File: src/design/mtep_pkg.sv
// ----------------------------------------------------------------------------
// mtep_pkg
// Types and constants shared by the MIDI track event parser.
// ----------------------------------------------------------------------------
package mtep_pkg;

   localparam int unsigned BYTE_W  = 8;
   localparam int unsigned VALUE_W = 28;
   localparam int unsigned LEN_W   = 32;
   localparam int unsigned VLQCNT_W = 2;

   localparam logic [3:0] META_NIBBLE = 4'hF;

   typedef enum logic [2:0] {
      PH_DELTA  = 3'd0,
      PH_STATUS = 3'd1,
      PH_PARAM1 = 3'd2,
      PH_PARAM2 = 3'd3,
      PH_MTYPE  = 3'd4,
      PH_MLEN   = 3'd5,
      PH_MDATA  = 3'd6
   } phase_type;

   typedef enum logic [1:0] {
      KIND_CHANNEL = 2'd0,
      KIND_META_HDR = 2'd1,
      KIND_META_DATA = 2'd2
   } kind_type;

   typedef struct packed {
      logic [BYTE_W-1:0] track_byte;
      logic              track_start;
   } req_type;

   typedef struct packed {
      logic [1:0]         result_kind;
      logic [VALUE_W-1:0] delta_time;
      logic [3:0]         event_type;
      logic [3:0]         channel;
      logic [BYTE_W-1:0]  param_one;
      logic [BYTE_W-1:0]  param_two;
      logic [VALUE_W-1:0] meta_length;
      logic [BYTE_W-1:0]  data_byte;
      logic               last_of_event;
      logic               track_done;
      logic               overrun;
   } rsp_type;

endpackage

File: src/design/midi_track_event_parser_core.sv
// ----------------------------------------------------------------------------
// midi_track_event_parser_core
// Byte-at-a-time parser for the event stream of a MIDI file track.
// ----------------------------------------------------------------------------
// Takes one track byte per request and returns at most one result per request:
// a channel event on its second parameter byte, a meta header once the meta
// length is complete, and one result per meta data byte. Every request is
// handled combinationally between the request handshake and the result
// register, so one byte per clock is sustained while the result is not stalled;
// a new request is taken while the result register is empty or being
// drained the same cycle. Bytes past csr track length return an overrun
// result. csr_wr_data must be written only while no result is pending.
module midi_track_event_parser_core
   import mtep_pkg::*;
#(
   parameter int unsigned VLQ_MAX_BYTES = 4
) (
   input  logic             clock,
   input  logic             reset,
   input  logic             req_valid,
   output logic             req_stall,
   input  req_type          req_data,
   output logic             rsp_valid,
   input  logic             rsp_stall,
   output rsp_type          rsp_data,
   input  logic             csr_wr_en,
   input  logic [LEN_W-1:0] csr_wr_data
);

   localparam logic [VLQCNT_W:0] VLQ_LIMIT = (VLQCNT_W+1)'(VLQ_MAX_BYTES);

   phase_type             phase_ff,    phase_in;
   logic [VALUE_W-1:0]    delta_ff,    delta_in;
   logic [VLQCNT_W-1:0]   vlq_cnt_ff,  vlq_cnt_in;
   logic [BYTE_W-1:0]     status_ff,   status_in;
   logic [BYTE_W-1:0]     param_ff,    param_in;
   logic [VALUE_W-1:0]    meta_rem_ff, meta_rem_in;
   logic [LEN_W-1:0]      pos_ff,      pos_in;
   logic [LEN_W-1:0]      len_ff;
   logic                  rsp_valid_ff, rsp_valid_in;
   rsp_type               rsp_ff,       rsp_in;

   phase_type             phase_b;
   logic [VALUE_W-1:0]    delta_b, meta_b, vlq_src, vlq_acc;
   logic [VLQCNT_W-1:0]   cnt_b, cnt_use;
   logic [BYTE_W-1:0]     status_b, param_b, tbyte;
   logic [LEN_W-1:0]      pos_b;
   logic                  accept, emit, vlq_end;

   assign req_stall = rsp_valid_ff & rsp_stall;
   assign accept    = req_valid & ~req_stall;
   assign rsp_valid = rsp_valid_ff;
   assign rsp_data  = rsp_ff;
   assign tbyte     = req_data.track_byte;

   always_comb begin
      phase_b  = req_data.track_start ? PH_DELTA : phase_ff;
      delta_b  = req_data.track_start ? '0 : delta_ff;
      cnt_b    = req_data.track_start ? '0 : vlq_cnt_ff;
      status_b = req_data.track_start ? '0 : status_ff;
      param_b  = req_data.track_start ? '0 : param_ff;
      meta_b   = req_data.track_start ? '0 : meta_rem_ff;
      pos_b    = req_data.track_start ? '0 : pos_ff;

      cnt_use  = (phase_b == PH_DELTA || phase_b == PH_MLEN) ? cnt_b : '0;
      if (phase_b == PH_MLEN) begin
         vlq_src = meta_b;
      end else if (phase_b != PH_DELTA || cnt_b == '0) begin
         vlq_src = '0;
      end else begin
         vlq_src = delta_b;
      end
      vlq_acc = {vlq_src[VALUE_W-8:0], tbyte[6:0]};
      vlq_end = ~tbyte[7] | (({1'b0, cnt_use} + 1'b1) >= VLQ_LIMIT);
   end

   always_comb begin
      phase_in     = phase_ff;
      delta_in     = delta_ff;
      vlq_cnt_in   = vlq_cnt_ff;
      status_in    = status_ff;
      param_in     = param_ff;
      meta_rem_in  = meta_rem_ff;
      pos_in       = pos_ff;
      emit         = 1'b0;
      rsp_in       = '0;

      if (accept) begin
         phase_in    = phase_b;
         delta_in    = delta_b;
         vlq_cnt_in  = cnt_b;
         status_in   = status_b;
         param_in    = param_b;
         meta_rem_in = meta_b;
         pos_in      = pos_b;

         if (pos_b >= len_ff) begin
            emit              = 1'b1;
            rsp_in.track_done = 1'b1;
            rsp_in.overrun    = 1'b1;
         end else begin
            pos_in = pos_b + 1'b1;
            unique case (phase_b)
               PH_STATUS: begin
                  status_in = tbyte;
                  phase_in  = (tbyte[7:4] == META_NIBBLE) ? PH_MTYPE : PH_PARAM1;
               end
               PH_PARAM1: begin
                  param_in = tbyte;
                  phase_in = PH_PARAM2;
               end
               PH_PARAM2: begin
                  emit                 = 1'b1;
                  rsp_in.result_kind   = KIND_CHANNEL;
                  rsp_in.param_one     = param_b;
                  rsp_in.param_two     = tbyte;
                  rsp_in.last_of_event = 1'b1;
                  phase_in             = PH_DELTA;
               end
               PH_MTYPE: begin
                  param_in    = tbyte;
                  meta_rem_in = '0;
                  vlq_cnt_in  = '0;
                  phase_in    = PH_MLEN;
               end
               PH_MLEN: begin
                  meta_rem_in = vlq_acc;
                  vlq_cnt_in  = vlq_end ? '0 : cnt_use + 1'b1;
                  if (vlq_end) begin
                     emit                 = 1'b1;
                     rsp_in.result_kind   = KIND_META_HDR;
                     rsp_in.param_one     = param_b;
                     rsp_in.meta_length   = vlq_acc;
                     rsp_in.last_of_event = (vlq_acc == '0);
                     phase_in             = (vlq_acc == '0) ? PH_DELTA : PH_MDATA;
                  end
               end
               PH_MDATA: begin
                  emit                 = 1'b1;
                  rsp_in.result_kind   = KIND_META_DATA;
                  rsp_in.param_one     = param_b;
                  rsp_in.data_byte     = tbyte;
                  meta_rem_in          = meta_b - 1'b1;
                  rsp_in.last_of_event = (meta_b == VALUE_W'(1));
                  if (meta_b == VALUE_W'(1)) begin
                     phase_in = PH_DELTA;
                  end
               end
               default: begin
                  delta_in   = vlq_acc;
                  vlq_cnt_in = vlq_end ? '0 : cnt_use + 1'b1;
                  phase_in   = vlq_end ? PH_STATUS : PH_DELTA;
               end
            endcase
            rsp_in.delta_time = delta_in;
            rsp_in.event_type = status_in[7:4];
            rsp_in.channel    = status_in[3:0];
            rsp_in.track_done = (pos_in == len_ff);
         end
      end

      if (emit) begin
         rsp_valid_in = 1'b1;
      end else begin
         rsp_valid_in = rsp_valid_ff & rsp_stall;
      end
   end

   always_ff @(posedge clock) begin
      if (reset) begin
         phase_ff     <= PH_DELTA;
         delta_ff     <= '0;
         vlq_cnt_ff   <= '0;
         status_ff    <= '0;
         param_ff     <= '0;
         meta_rem_ff  <= '0;
         pos_ff       <= '0;
         len_ff       <= '0;
         rsp_valid_ff <= 1'b0;
      end else begin
         phase_ff     <= phase_in;
         delta_ff     <= delta_in;
         vlq_cnt_ff   <= vlq_cnt_in;
         status_ff    <= status_in;
         param_ff     <= param_in;
         meta_rem_ff  <= meta_rem_in;
         pos_ff       <= pos_in;
         rsp_valid_ff <= rsp_valid_in;
         if (csr_wr_en) begin
            len_ff <= csr_wr_data;
         end
      end
   end

   always_ff @(posedge clock) begin
      if (emit) begin
         rsp_ff <= rsp_in;
      end
   end

   a_overrun_done : assert property (@(posedge clock) disable iff (reset)
      rsp_valid && rsp_data.overrun |-> rsp_data.track_done)
      else $error("overrun result without track_done");

   a_exhausted_overrun : assert property (@(posedge clock) disable iff (reset)
      accept && !req_data.track_start && (pos_ff >= len_ff)
      |=> rsp_valid && rsp_data.overrun)
      else $error("byte past track end not flagged");

   a_mdata_nonzero : assert property (@(posedge clock) disable iff (reset)
      (phase_ff == PH_MDATA) |-> (meta_rem_ff != '0))
      else $error("meta data phase with nothing remaining");

   a_vlq_bound : assert property (@(posedge clock) disable iff (reset)
      ({1'b0, vlq_cnt_ff} < VLQ_LIMIT))
      else $error("quantity byte count past limit");

endmodule
File: config.mk
export PLATFORM = sky130hd
export DESIGN_NAME = midi_track_event_parser_core
export DESIGN_NICKNAME = d
export VERILOG_FILES = /design/src/design/mtep_pkg.sv /design/src/design/midi_track_event_parser_core.sv
export SDC_FILE = /design/constraint.sdc
export NUM_CORES = 1
export LEC_CHECK = 0
export BUFFER_PORTS_ARGS = -buffer_cell sky130_fd_sc_hd__buf_2
export CAP_MARGIN = 20
export CELL_PAD_IN_SITES_DETAIL_PLACEMENT = 1
export CELL_PAD_IN_SITES_GLOBAL_PLACEMENT = 2
export CORE_AREA = 8 8 213 215
export CTS_BUF_LIST = sky130_fd_sc_hd__clkbuf_8 sky130_fd_sc_hd__clkbuf_16
export CTS_CLUSTER_DIAMETER = 80
export DETAILED_ROUTE_END_ITERATION = 12
export DIE_AREA = 0 0 221 223
export GPL_TIMING_DRIVEN = 0
export PLACE_DENSITY_LB_ADDON = 0.12
export SLEW_MARGIN = 5
export SYNTH_ARGS = -nofsm -noshare
export SYNTH_HDL_FRONTEND = slang
export SYNTH_SLANG_ARGS = --single-unit
File: constraint.sdc
create_clock -name clock -period 19.4 [get_ports clock]
set_input_delay 3.88 -clock clock [delete_from_list [all_inputs] [get_ports clock]]
set_output_delay 3.88 -clock clock [all_outputs]
set_load 0.02 [all_outputs]
==> impl_results.md <==
* Run status: finished, final reports clean
* Max-Cap Viols at 0
* Final setup violation count at 0
* Synth Area in XOR/XNOR at between 3 and 4%
* Seq cells post-synth at about 240
* Critical register-to-register path endpoint: rsp_data[28]
* Slew headroom at between 20 and 30%
* Drt total wl at between 40000 and 50000 µm
* Io pins at between 100 and 150
* Crit-path max cell delay at roughly 0.71 ns
* Post-synth top area share at between 20% and 30%
* R2R depth at 12
* Detailed Place HPWL at approximately 37000 µm
* Synth warn at 0
* DIE AREA at between 40000 and 50000 µm²
* Top cells by area, synth: dfxtp_1, edfxtp_1, a21oi_1, nand2_1, ha_1
* R2R Setup Slk at 14.18 ns
* FP Rows at 76
* Post-synth EDFFs at 93
* Syn Std Cell Area at 12500 µm²
* DRC violations left at 0
* Core area at approximately 42000 µm²
* CP delay by family, top: buffers and inverters
* CP Cell Sequence: buf_2, buf_2, clkbuf_1, clkbuf_1, clkbuf_1, clkbuf_1, clkbuf_1, buf_1, nor2b_1, ha_1, and3_1, o21ai_0, a31oi_1, a211oi_1, o22a_1, clkbuf_1, buf_1, a21oi_4, buf_12, buf_12
* Commonest cells post-synth: nand2_1, dfxtp_1, a21oi_1
* Synth Area in Adders at 3.69%
* Pwr Density at around 80 nW/µm²
* CP Max Fanout at 30
* Clk sinks at about 240
* Number of antenna-violating nets in the routed design at 0
* Number of global-route vias before repair at ~12000
* Top-count cell post-synth: nand2_1
* WS Path Type: input port to register
* Max Root-Sink Buffers at 3
* Final period util at about three fifths
* CTS Buf Count at 30
* Syn_nets at about 1500
* P&R area growth vs syn at 20.0%
* Diodes inserted at 0
* Worst IR Drop VDD at 0.0606 mV
* Final nets at 1630
* Mapped Cells at approximately 1400
* Synth Flop Type: dfxtp_1
* Critical Path AT at 11.96 ns
* GP Congestion at 0.826
* CP max stage cell: buf_1
* Slew @ Worst Pin at between 1 and 1.5 ns
* I/O Buffers at about 130
* Grt total ovfl at 0
* Iteration-0 DRC count of the detailed router at 634
* Hold Path Class: register to register
* Startpoint Class: input port
* Die Ht at between 200 and 250 µm
* TritonRoute pass-1 iters at 5
* Placed cells at a little over 2000
* Register area share after synthesis at 45.2%
* RSZ-0062 raised after global routing: false
* Hold path depth at 2
* DR vias/cell at 5.27
* Fin crit period at between 10 and 15 ns
* Main combinational cell family by area after synthesis: simple AND/OR/NAND/NOR gates
* Worst Path Required at 19.71 ns
* HP Start: meta_rem_ff[27]
* Clk_skew at between 0.01 and 0.015 ns
* Most frequent CP cell: clkbuf_1
* Hold Crit Endpoint: meta_rem_ff[27]
* Antenna violations before repair at 0
* Average size of a mapped cell at between 9 and 10 µm²
* Die width at roughly 220 µm
* F_max at roughly 86 MHz
* Hold buffer count at CTS at 0
* Final std cells w/o fill at roughly 2100
* Tot Pwr at between 1 and 1.5 mW
* Share of layout cells above drive strength 1 at 13.3%
* Final slew viol count at 0
* Vias at about 11000
* Final Hold Fails at 0
* Setup Fix Bufs, Post-CTS at 0
* Yosys top cell by area: dfxtp_1
* Routed len/inst at approximately 23 µm
* Root Buffer: clkbuf_16
* Hold Slack at roughly 0.46 ns
* TritonCTS clock tree: built
* Reg clk slew, reported paths at 0.06 ns
* Largest net degree at the start of global routing at 31
* Worst setup EP type: register
* Synth Area in Compound Gates at 17.8%
* Post-synthesis mux area share at 3.70%
* Reg2Reg Launch Point: pos_ff[9]
* Global-route wire length before repair at between 70000 and 80000 µm
* Async SR Flop Fraction at 0%
* Initial Utilization at approximately 29%
* WP buf/inv at 12
* Total GRT Usage at between 15 and 20%
* Clock latency on the worst-skew pair at ~0.57 ns
* Netlist cell types at 76
* Synth Area in Simple Gates at 21.9%
* Leak at 5.57 nW
* Setup TNS at 0 ns
* H-tree levels at 1
* Resize count post-CTS at 0
[state kept, by name (all words and copies together), names as in the netlist]
signal,count
status_ff,8
phase_ff,3
pos_ff,32
param_ff,8
len_ff,32
vlq_cnt_ff,2
rsp_valid,1
meta_rem_ff,28
delta_ff,28
rsp_data,93
[metrics by stage]
stage	setup WS, ns	cell area [µm²]	utilization (%)
after global routing	7.53	15000	35.4
after CTS	7.81	15000	35.4
after detailed placement	7.23	13900	32.9
after global placement	1.66	13800	32.7
after floorplan	7.14	12500	-
final	7.75	15000	35.4
[final cells by class]
class | instances | area, µm²
well taps | 546 | 683
clock buffers | 34 | 817
clock inverters | 22 | 230
fillers | 4916 | 27300
multi-input cells | 1005 | 6320
repair buffers | 136 | 756
flip-flops and latches | 235 | 5640
inverters | 48 | 180
plain buffers | 92 | 355
[metal layers]
| layer | vias to the layer above | GRT usage, % | routed length (µm) |
|---|---|---|---|
| li1 | 5336 | - | - |
| met1 | 5540 | 25.0 | 22300 |
| met2 | 227 | 33.9 | 23700 |
| met3 | 56 | 2.77 | 2010 |
| met4 | 0 | 5.10 | 1000 |
| met5 | - | 0 | 0 |
[logic make-up (layout without fill, tap and decap cells)]
family	count (synthesis)	in the layout
and+or+nand+nor	526	526
adders and majority gates	37	37
DFF	235	235
buffers and inverters	140	332
AOI/OAI and AO/OA	346	346
xor gates and xnor gates	50	50
muxes	46	46
[where the power goes]
| part | switching (mW) | internal, mW |
|---|---|---|
| registers | 0.00749 | 0.517 |
| logic | 0.0588 | 0.0259 |
| clock network | 0.226 | 0.365 |
[worst max path at each step]
stage	startpoint	endpoint	slack [ns]	cells past startpoint
final	req_data[0]	rsp_data[28]	7.75	20
after floorplan	req_data[0]	rsp_data[0]	7.14	17
after global routing	req_data[0]	rsp_data[88]	7.53	20
after CTS	req_data[0]	rsp_data[90]	7.81	20
after detailed placement	req_data[0]	rsp_data[35]	7.23	20
after global placement	req_data[0]	rsp_data[37]	1.66	18
[cell usage in the layout, fill, tap and decap left out, types with 8 or more instances in the layout]
master,instances
or3_1,12
nand2_1,154
edfxtp_1,93
and3_1,12
nor2b_1,38
xnor2_1,43
or4_1,8
nand2b_1,10
and2_1,35
o21ai_0,82
nor3_1,19
ha_1,36
o2bb2ai_1,23
nand3_1,61
mux2i_1,45
buf_2,138
inv_1,57
nand4_1,16
a22o_1,32
clkbuf_16,31
a21oi_1,115
a21o_1,16
nor4_1,23
nor2_1,99
dfxtp_1,142
a31oi_1,13
buf_1,24
clkbuf_1,60
nand3b_1,10
[worst reg2reg max path, stage by stage, from the launching register on]
cell,delay [ns]
dfxtp_1,0.45
nor2b_1,0.28
ha_1,0.30
a21o_1,0.18
a21oi_1,0.28
o221ai_1,0.34
a211oi_1,0.62
o22a_1,0.41
clkbuf_1,0.67
buf_1,0.71
a21oi_4,0.25
buf_12,0.25
buf_12,0.21
Note: power is estimated with default switching activity, not from simulation.
